**config.mk**
```make
export PLATFORM = sky130hd
export DESIGN_NAME = epoch_reseed_freshness_guard
export DESIGN_NICKNAME = d
export VERILOG_FILES = /design/src/hdl/erfg_pkg.sv /design/src/hdl/erfg_in_stage.sv /design/src/hdl/erfg_core.sv /design/src/hdl/erfg_out_stage.sv /design/src/hdl/epoch_reseed_freshness_guard.sv
export SDC_FILE = /design/constraint.sdc
export NUM_CORES = 1
export LEC_CHECK = 0
export BUFFER_PORTS_ARGS = -buffer_cell sky130_fd_sc_hd__buf_2
export CAP_MARGIN = 20
export CORE_ASPECT_RATIO = 0.6
export CORE_UTILIZATION = 30
export CTS_CLUSTER_SIZE = 40
export DETAILED_ROUTE_END_ITERATION = 8
export PLACE_DENSITY = 0.57
export SYNTH_ARGS = -nofsm -noshare
export SYNTH_HDL_FRONTEND = slang
export SYNTH_SLANG_ARGS = --single-unit
```
**constraint.sdc**
```tcl
create_clock -name clk -period 8.65 [get_ports clk]
set_clock_uncertainty 0.2 [all_clocks]
set_input_delay 0.865 -clock clk [delete_from_list [all_inputs] [get_ports clk]]
set_output_delay 0.865 -clock clk [all_outputs]
set_load 0.02 [all_outputs]
```
**src/hdl/erfg_pkg.sv**
```systemverilog
package erfg_pkg;

  localparam int unsigned CountW = 32;
  localparam int unsigned IdW    = 64;
  localparam int unsigned ScanW  = 8;

  localparam logic [ScanW-1:0] NeededScansReset = 8'd1;

  typedef enum logic [1:0] {
    ACT_LOCAL   = 2'd0,
    ACT_BACKEND = 2'd1,
    ACT_SCAN    = 2'd2
  } action_t;

  typedef enum logic [2:0] {
    R_INITIAL       = 3'd0,
    R_SAME          = 3'd1,
    R_STALE_LOCAL   = 3'd2,
    R_LOCAL_CHANGED = 3'd3,
    R_NOT_APPLIED   = 3'd4,
    R_STALE_BACKEND = 3'd5,
    R_BACKEND_OK    = 3'd6,
    R_SCAN          = 3'd7
  } reason_t;

  typedef struct packed {
    logic [1:0]        action;
    logic [CountW-1:0] reset_count;
    logic [IdW-1:0]    session;
    logic [IdW-1:0]    transaction;
    logic              was_applied;
    logic              scan_healthy;
  } item_t;

  typedef struct packed {
    logic              accepted;
    logic              reseed_started;
    logic              fail_open;
    reason_t           reason;
    logic              reseed_done;
    logic [CountW-1:0] ignored_total;
    logic [CountW-1:0] backend_total;
  } result_t;

  // stage handshake between pipeline registers
  typedef struct packed {
    logic valid;
    logic take;
  } stage_ctl_t;

endpackage

```
**src/hdl/erfg_in_stage.sv**
```systemverilog
module erfg_in_stage (
  input  logic            clk,
  input  logic            rst_n,
  input  logic            in_valid,
  output logic            in_ready,
  input  erfg_pkg::item_t in_item,
  input  logic            take,
  output erfg_pkg::stage_ctl_t ctl,
  output erfg_pkg::item_t item
);
  import erfg_pkg::*;

  logic  valid_r, valid_nxt;
  item_t item_r;

  // accept when empty or when the held item leaves this cycle
  assign in_ready  = !valid_r || take;
  assign valid_nxt = in_ready ? in_valid : valid_r;

  always_ff @(posedge clk) begin
    if (!rst_n) begin
      valid_r <= 1'b0;
    end else begin
      valid_r <= valid_nxt;
    end
  end

  always_ff @(posedge clk) begin
    if (in_valid && in_ready) begin
      item_r <= in_item;
    end
  end

  assign ctl.valid = valid_r;
  assign ctl.take  = take;
  assign item      = item_r;

endmodule

```
**src/hdl/erfg_core.sv**
```systemverilog
module erfg_core (
  input  logic              clk,
  input  logic              rst_n,
  input  logic              cfg_wr_en,
  input  logic [7:0]        cfg_wr_data,
  input  erfg_pkg::stage_ctl_t ctl,
  input  erfg_pkg::item_t   item,
  output erfg_pkg::result_t res
);
  import erfg_pkg::*;

  logic              fire;
  logic [ScanW-1:0]  needed_r;
  logic              local_seen_r, local_seen_nxt;
  logic [CountW-1:0] local_counter_r, local_counter_nxt;
  logic              reseeding_r, reseeding_nxt;
  logic [ScanW-1:0]  scan_cnt_r, scan_cnt_nxt;
  logic              backend_seen_r, backend_seen_nxt;
  logic [IdW-1:0]    last_session_r, last_session_nxt;
  logic [IdW-1:0]    last_trans_r, last_trans_nxt;
  logic [CountW-1:0] backend_counter_r, backend_counter_nxt;
  logic [CountW-1:0] ignored_r, ignored_nxt;
  logic [CountW-1:0] accepted_r, accepted_nxt;
  logic              stale;
  logic [ScanW:0]    scan_inc;
  logic [ScanW-1:0]  scan_sat;

  assign fire = ctl.valid && ctl.take;

  always_comb begin
    local_seen_nxt      = local_seen_r;
    local_counter_nxt   = local_counter_r;
    reseeding_nxt       = reseeding_r;
    scan_cnt_nxt        = scan_cnt_r;
    backend_seen_nxt    = backend_seen_r;
    last_session_nxt    = last_session_r;
    last_trans_nxt      = last_trans_r;
    backend_counter_nxt = backend_counter_r;
    ignored_nxt         = ignored_r;
    accepted_nxt        = accepted_r;
    stale               = 1'b0;
    scan_inc            = {1'b0, scan_cnt_r} + {{ScanW{1'b0}}, 1'b1};
    scan_sat            = (scan_inc > {1'b0, needed_r}) ? needed_r : scan_inc[ScanW-1:0];

    res.accepted       = 1'b0;
    res.reseed_started = 1'b0;
    res.reseed_done    = 1'b0;
    res.reason         = R_SCAN;
    res.fail_open      = reseeding_r;

    case (item.action)
      ACT_LOCAL: begin
        if (!local_seen_r) begin
          local_seen_nxt    = 1'b1;
          local_counter_nxt = item.reset_count;
          res.accepted      = 1'b1;
          res.reason        = R_INITIAL;
        end else if (item.reset_count == local_counter_r) begin
          res.accepted = 1'b1;
          res.reason   = R_SAME;
        end else if (item.reset_count < local_counter_r) begin
          res.reason = R_STALE_LOCAL;
        end else begin
          local_counter_nxt  = item.reset_count;
          scan_cnt_nxt       = '0;
          reseeding_nxt      = 1'b1;
          res.accepted       = 1'b1;
          res.reseed_started = 1'b1;
          res.reason         = R_LOCAL_CHANGED;
        end
        res.fail_open = (res.reason == R_INITIAL) ? 1'b0 : reseeding_nxt;
      end
      ACT_BACKEND: begin
        if (!item.was_applied) begin
          stale      = 1'b1;
          res.reason = R_NOT_APPLIED;
        end else if (backend_seen_r &&
                     ((item.session < last_session_r) ||
                      ((item.session == last_session_r) &&
                       ((item.transaction <= last_trans_r) ||
                        (item.reset_count < backend_counter_r))))) begin
          stale      = 1'b1;
          res.reason = R_STALE_BACKEND;
        end
        if (stale) begin
          ignored_nxt = (ignored_r == '1) ? ignored_r : ignored_r + 32'd1;
        end else begin
          backend_seen_nxt    = 1'b1;
          last_session_nxt    = item.session;
          last_trans_nxt      = item.transaction;
          backend_counter_nxt = item.reset_count;
          accepted_nxt        = (accepted_r == '1) ? accepted_r : accepted_r + 32'd1;
          res.accepted        = 1'b1;
          res.reason          = R_BACKEND_OK;
        end
      end
      ACT_SCAN: begin
        // count healthy scans while reseeding, saturating at the requirement
        if (reseeding_r && item.scan_healthy) begin
          scan_cnt_nxt = scan_sat;
          if (scan_sat >= needed_r) begin
            reseeding_nxt   = 1'b0;
            res.reseed_done = 1'b1;
          end
        end
        res.fail_open = reseeding_nxt;
      end
      default: begin
        res.fail_open = reseeding_r;
      end
    endcase

    res.ignored_total = ignored_nxt;
    res.backend_total = accepted_nxt;
  end

  always_ff @(posedge clk) begin
    if (!rst_n) begin
      needed_r <= NeededScansReset;
    end else if (cfg_wr_en) begin
      needed_r <= cfg_wr_data;
    end
  end

  always_ff @(posedge clk) begin
    if (!rst_n) begin
      local_seen_r      <= 1'b0;
      local_counter_r   <= '0;
      reseeding_r       <= 1'b0;
      scan_cnt_r        <= '0;
      backend_seen_r    <= 1'b0;
      last_session_r    <= '0;
      last_trans_r      <= '0;
      backend_counter_r <= '0;
      ignored_r         <= '0;
      accepted_r        <= '0;
    end else if (fire) begin
      local_seen_r      <= local_seen_nxt;
      local_counter_r   <= local_counter_nxt;
      reseeding_r       <= reseeding_nxt;
      scan_cnt_r        <= scan_cnt_nxt;
      backend_seen_r    <= backend_seen_nxt;
      last_session_r    <= last_session_nxt;
      last_trans_r      <= last_trans_nxt;
      backend_counter_r <= backend_counter_nxt;
      ignored_r         <= ignored_nxt;
      accepted_r        <= accepted_nxt;
    end
  end

endmodule

```
**src/hdl/erfg_out_stage.sv**
```systemverilog
module erfg_out_stage (
  input  logic              clk,
  input  logic              rst_n,
  input  erfg_pkg::stage_ctl_t ctl,
  input  erfg_pkg::result_t res,
  output logic              space,
  output logic              out_valid,
  input  logic              out_ready,
  output erfg_pkg::result_t out_res
);
  import erfg_pkg::*;

  logic    valid_r, valid_nxt;
  result_t res_r;

  // room when empty or when the held result is taken this cycle
  assign space = !valid_r || out_ready;

  always_comb begin
    valid_nxt = valid_r;
    if (ctl.valid && ctl.take) begin
      valid_nxt = 1'b1;
    end else if (out_ready) begin
      valid_nxt = 1'b0;
    end
  end

  always_ff @(posedge clk) begin
    if (!rst_n) begin
      valid_r <= 1'b0;
    end else begin
      valid_r <= valid_nxt;
    end
  end

  always_ff @(posedge clk) begin
    if (ctl.valid && ctl.take) begin
      res_r <= res;
    end
  end

  assign out_valid = valid_r;
  assign out_res   = res_r;

endmodule

```
**src/hdl/epoch_reseed_freshness_guard.sv**
```systemverilog
// Channel  | Handshake            | Payload
// ---------+----------------------+-------------------------------------------------
// in       | in_valid / in_ready  | action, reset_count, session, transaction,
//          |                      | was_applied, scan_healthy
// out      | out_valid / out_ready| accepted, reseed_started, fail_open, reason,
//          |                      | reseed_done, ignored_total, backend_total
// cfg      | cfg_wr_en            | cfg_wr_data (needed_healthy_scans)
//
// One item per cycle sustained while out_ready stays high. An item lands in the input
// register when accepted; the decision logic fills the result register as the item
// moves on, raising out_valid. Guard state advances as each item moves on.
// Synchronous active-low reset clears all state and both totals; scan requirement is 1.
// With out_ready low the result register holds, the input register fills, and
// in_ready drops once both hold an item.
module epoch_reseed_freshness_guard (
  input  logic        clk,
  input  logic        rst_n,
  input  logic        cfg_wr_en,
  input  logic [7:0]  cfg_wr_data,
  input  logic        in_valid,
  output logic        in_ready,
  input  logic [1:0]  in_action,
  input  logic [31:0] in_reset_count,
  input  logic [63:0] in_session,
  input  logic [63:0] in_transaction,
  input  logic        in_was_applied,
  input  logic        in_scan_healthy,
  output logic        out_valid,
  input  logic        out_ready,
  output logic        out_accepted,
  output logic        out_reseed_started,
  output logic        out_fail_open,
  output logic [2:0]  out_reason,
  output logic        out_reseed_done,
  output logic [31:0] out_ignored_total,
  output logic [31:0] out_backend_total
);
  import erfg_pkg::*;

  item_t      in_item;
  item_t      held_item;
  stage_ctl_t ctl;
  result_t    res;
  result_t    out_res;
  logic       space;

  // pack the input ports into one item
  assign in_item.action       = in_action;
  assign in_item.reset_count  = in_reset_count;
  assign in_item.session      = in_session;
  assign in_item.transaction  = in_transaction;
  assign in_item.was_applied  = in_was_applied;
  assign in_item.scan_healthy = in_scan_healthy;

  // hold the item until the result register has room
  erfg_in_stage u_in (
    .clk      (clk),
    .rst_n    (rst_n),
    .in_valid (in_valid),
    .in_ready (in_ready),
    .in_item  (in_item),
    .take     (space),
    .ctl      (ctl),
    .item     (held_item)
  );

  // decide the result and advance the guard state as the item moves on
  erfg_core u_core (
    .clk         (clk),
    .rst_n       (rst_n),
    .cfg_wr_en   (cfg_wr_en),
    .cfg_wr_data (cfg_wr_data),
    .ctl         (ctl),
    .item        (held_item),
    .res         (res)
  );

  // hold the result until the consumer takes it
  erfg_out_stage u_out (
    .clk       (clk),
    .rst_n     (rst_n),
    .ctl       (ctl),
    .res       (res),
    .space     (space),
    .out_valid (out_valid),
    .out_ready (out_ready),
    .out_res   (out_res)
  );

  // unpack the result register onto the output ports
  assign out_accepted       = out_res.accepted;
  assign out_reseed_started = out_res.reseed_started;
  assign out_fail_open      = out_res.fail_open;
  assign out_reason         = out_res.reason;
  assign out_reseed_done    = out_res.reseed_done;
  assign out_ignored_total  = out_res.ignored_total;
  assign out_backend_total  = out_res.backend_total;

endmodule

```
# After elaboration in Yosys (flattened, before gate mapping)
# Cells that the tools add are included.
# totals
inputBits,177
reg_bits,512
out_inout_bits,73
word_cells,114
# op_classes
add_sub_neg,3
bitwise,3
eq_ne,12
n_reduce_logical,22
order_cmp,6
muxes,42
# op_table
cell,n
$mux 32,9
$add 32x1->32 const B,2
$eq 32x32->1 const B,2
$eq 64x64->1,1
$le 64x64->1,1
$lt 32x32->1,2
$lt 64x64->1,1
$mux 8,5
$eq 32x32->1,1
$mux 1,16
$pmux 8 s2,1
$mux 3,4
$add 8x1->9 const B,1
$gt 9x8->1,1
$ge 8x8->1,1
$ne 2x2->1 const B,4
$mux 2,3
$pmux 1 s2,3
$pmux 3 s2,1
$reduce_and 2->1,3
$reduce_and 6->1,1
$logic_and 1x1->1,5
$logic_or 1x1->1,4
$ne 2x1->1 const B,2
other kinds (10),14

# Longest topological paths before layout
# logic_depth
ltp_word,10
ltp_mapped,23

# Hierarchy
# A second synthesis with hierarchy kept.
# unflattened
cells_unflattened,2351
area_unflattened_um2,24755.0
# modules_own_cells
module,area_per_inst_um2,cells_each,n_inst
erfg_core,17573.1,2104,1
erfg_in_stage,4997.3,171,1
erfg_out_stage,2184.6,76,1

# Least setup slack after synthesis
# OpenSTA, ideal clock, no wires.
# synth_path
path_kind,input to register
startpoint,input out_ready
endpoint,"register u_in.item_r (netlist bit u_in.item[0]), enable pin"
path_buffers,0
slack_ps,3000
t_arrival_ps,4906
cell_stages,3
required_time_ps,7906
setup_ps,544
path_cell_list,nor2b_1 nand2_1 and2_1
# synth_between
elab_chain_len,3
# synth_lines
element,line,text
start: declaration,epoch_reseed_freshness_guard.sv:29,"input logic out_ready,"
$logic_or 1x1->1,erfg_out_stage.sv:17,assign space = !valid_r || out_ready;
$logic_or 1x1->1,erfg_in_stage.sv:17,assign in_ready = !valid_r || take;
net in_ready,epoch_reseed_freshness_guard.sv:21,"output logic in_ready,"
$logic_and 1x1->1,erfg_in_stage.sv:29,if (in_valid && in_ready) begin
end signal: assignment,erfg_in_stage.sv:30,item_r <= in_item;
end: declaration,erfg_in_stage.sv:14,item_t item_r;
# The timed path passes the listed nets, and every way through them passes these cells.
# A chain may end at the register's enable or synchronous reset.

==> impl_results.md <==
- Slew Limit Fails: 0
- Fill count: 8103
- P_leak: 10.9 nW
- Worst-Skew Late Latency: 0.61 ns
- CTS resizes: 0
- Largest net degree at the start of global routing: 179
- Peak supply drop: 0.000132 V
- First-pass GRT wire length: 89.6 mm
- Area Overhead vs Synth: 16.7%
- Critical Path Max Stage Delay: 0.60 ns
- Setup CP Type: register to register
- Distinct cells, synth: 69
- DRC: 0
- Ys async rst share: 0%
- DP Cell Count: 3679
- Drt wl/cell: 15.0 um
- Final period util: 64.5%
- CTS H-Tree Depth: 2
- Mapped Cells: 2475
- Port Buffers: 249
- Net Count, Synth: 2862
- Status: complete, no violations
- Remaining antenna violation count: 0
- Overflow after GRT: 0
- Final #Nets: 3057
- Seq cells post-synth: 512
- Power Dens Cells: 194 nW/um2
- Initial antenna violation count: 6
- Final Setup Violations: 0
- Vias/cell: 4.60
- Post-synthesis sequential area ratio: 51.5%
- CP dominant cell by count: a21oi_1
- Final Hold Vio Count: 0
- Min Tclk post-route: 5.58 ns
- Synthesized area: 24500 um2
- Post-synth top area share: 28.8%
- Critical path arrival: 5.85 ns
- Vias in the first global route: 15871
- Slowest library cell on the worst path: a31oi_2
- Unrepaired setup endpoints after global routing: no
- Die area: 82800 um2
- Routability cong.: 0.776
- Syn_area_per_cell: 9.89 um2
- Root Buffer: clkbuf_16
- Actual slew at the worst max-slew pin: 1.08 ns
- CP max FO: 8
- Dominant cells by area after synthesis: edfxtp_1 29%, dfxtp_1 23%, ha_1 11%
- CTS tree: yes
- Initial core utilization: 30.6%
- Post-DP HPWL: 38.8 mm
- Critical Path End Type: register
- Starting DRC count in detailed routing: 1130
- DR pass1 iterations: 6
- Drt total wl: 56.8 mm
- Clock-pin slew on the worst setup and hold paths: 0.07 ns
- Core Box Area: 80100 um2
- Site Rows: 80
- Critical path, cell by cell: ha_1 > nand3_1 > nor2_1 > xnor2_1 > inv_1 > ha_1 > nand4_1 > or2_2 > nand3_1 > a21oi_1 > a211o_1 > a31oi_2 > mux2i_1 > ha_1 > nand2b_1 > a21oi_1 > nor2b_1 > o21ai_0 > a21oi_1 > or4_1 > a31oi_1 > mux2i_1 > a21oi_1
- Max-cap violations: 0
- Fmax: 179 MHz
- Req. time, crit path: 8.92 ns
- Synth area leader: edfxtp_1
- CTS sink cnt: 512
- IO Pins: 250
- Die height: 223 um
- TNS Setup: 0 ns
- Longest Clk Path Bufs: 3
- Postcts setup bufs: 0
- GRT Util Overall: 13.6%
- Cts hold-fix bufs: 0
- Non-filler cells, final: 3782
- CTS Buf Count: 53
- EDFF count, synth: 235
- DR vias: 17390
- Slew margin rel.: 28.2%
- Yosys warnings: 0
- HP Class: primary input to register
- Crit path launch type: register
- Main synth FF type: dfxtp_1
- Share of layout cells above drive strength 1: 14.0%
- DIE WIDTH: 371 um
[placed cells by master, fill, tap and decap left out, drive strengths merged, types with 4 or more instances in the layout]
| cell type | count |
|---|---|
| xnor2 | 40 |
| xor2 | 29 |
| mux2i | 71 |
| buf | 262 |
| nor2 | 102 |
| clkinv | 22 |
| dfxtp | 277 |
| inv | 234 |
| o22ai | 7 |
| edfxtp | 235 |
| or4 | 9 |
| o21ai | 210 |
| bufinv | 10 |
| nor4 | 14 |
| nand3 | 222 |
| or2 | 8 |
| nand2 | 276 |
| nand2b | 28 |
| and4 | 6 |
| a31oi | 9 |
| clkinvlp | 4 |
| or3 | 27 |
| clkbuf | 63 |
| a221oi | 6 |
| o31ai | 11 |
| nor2b | 8 |
| nand4 | 71 |
| a21oi | 110 |
| o211ai | 6 |
| ha | 210 |
| o21a | 14 |
| a211oi | 8 |
| nor3 | 24 |
| a21o | 25 |
| a31o | 7 |
| and3 | 18 |
[stage by stage]
step	hold slack, ns	instance area, um2	total power, mW	utilization [%]	worst slack [ns]
finish	0.225	28600	5.54	35.7	3.07
detailed placement	0.248	26700	3.10	33.3	3.09
CTS	0.153	28500	5.65	35.6	3.10
global placement	0.244	26700	3.09	33.3	3.18
floorplan	0.237	24500	2.96	-	3.00
global route	0.168	28600	5.80	35.7	2.53
[synthesized netlist by cell type (7+ instances only)]
master,n
nand2_1,276
o21ai_1,99
dfxtp_1,277
nand3_1,218
xor2_1,29
ha_1,210
nor3_1,24
nor2_1,100
nand4_1,70
a31oi_1,7
and3_1,18
a31o_2,7
mux2i_1,71
or4_1,8
xnor2_1,40
o21a_1,14
edfxtp_1,235
or3_1,27
a21oi_1,110
a21o_1,25
inv_1,232
buf_1,20
nor2b_1,8
buf_2,28
o22ai_1,7
o21ai_0,110
o31ai_1,10
a211oi_1,8
nand2b_1,28
clkbuf_1,68
nor4_1,14
[path summary, 6_finish.rpt]
path	start	to	slack, ns	cells after the start
setup / recovery	u_core.scan_cnt_r[0]	u_out.out_res[68]	3.07	23
hold / removal	in_session[46]	u_in.item[112]	0.23	1
setup reg to reg	u_core.scan_cnt_r[0]	u_out.out_res[68]	3.07	23
hold reg to reg	u_core.last_trans_r[4]	u_core.last_trans_r[4]	0.25	2
[where the power goes]
group | total [mW] | leakage [nW] | switching, mW | internal [mW]
combinational | 0.379 | 5.50 | 0.236 | 0.143
sequential | 2.66 | 4.48 | 0.0478 | 2.62
clock | 2.50 | 0.914 | 1.02 | 1.48
[cells by family (layout without fill, tap and decap cells)]
group / count (synthesis) / in the layout / share of synthesized area [%]
AOI/OAI and AO/OA: 435 / 435 / 10.4
buffers and inverters: 355 / 595 / 5.71
xor gates and xnor gates: 69 / 69 / 2.47
DFF: 512 / 512 / 51.5
muxes: 73 / 73 / 2.99
other: 0 / 1 / 0
adders and majority gates: 210 / 210 / 10.7
and+or+nand+nor: 821 / 821 / 16.3
[layer usage]
metal  GRT usage [%]  share of wire, %  vias up
met3            2.76               4.5       65
met1            21.1                54     7922
met4            2.99               1.5        4
li1                -                 -     9112
met5               0             0.047        -
met2            18.9                40      287
[state kept, by name, summed over array words and instances, names as in the netlist, 8 cells and up]
signal and count:
u_in.item 164, u_out.out_res 71, u_core.last_session_r 64, u_core.last_trans_r 64
u_core.accepted_r 32, u_core.backend_counter_r 32, u_core.ignored_r 32, u_core.local_counter_r 32
u_core.needed_r 8, u_core.scan_cnt_r 8
[layout make-up]
cell class / instances / area [um2] / share of cell area (%)
sequential: 512 / 12600 / 44.1
multi-input combinational: 1608 / 10500 / 36.7
clock buffer: 63 / 1430 / 4.99
timing repair buffer: 262 / 1390 / 4.87
tap: 1066 / 1330 / 4.67
inverter: 233 / 878 / 3.07
clock inverter: 37 / 447 / 1.56
antenna: 1 / 2.50 / 0.00876
[critical path: cells and delay by family, from the launching register on]
family                   cells  cell delay (ns)
adder cells (fa/ha/maj)      3             0.77
AND/OR/NAND/NOR              8             1.52
buffers and inverters        1             0.06
multiplexers                 2             0.43
flip-flops                   1             0.41
AO/OA/AOI/OAI                8             1.87
XOR/XNOR                     1             0.18
(Power assumes the default switching activity.)
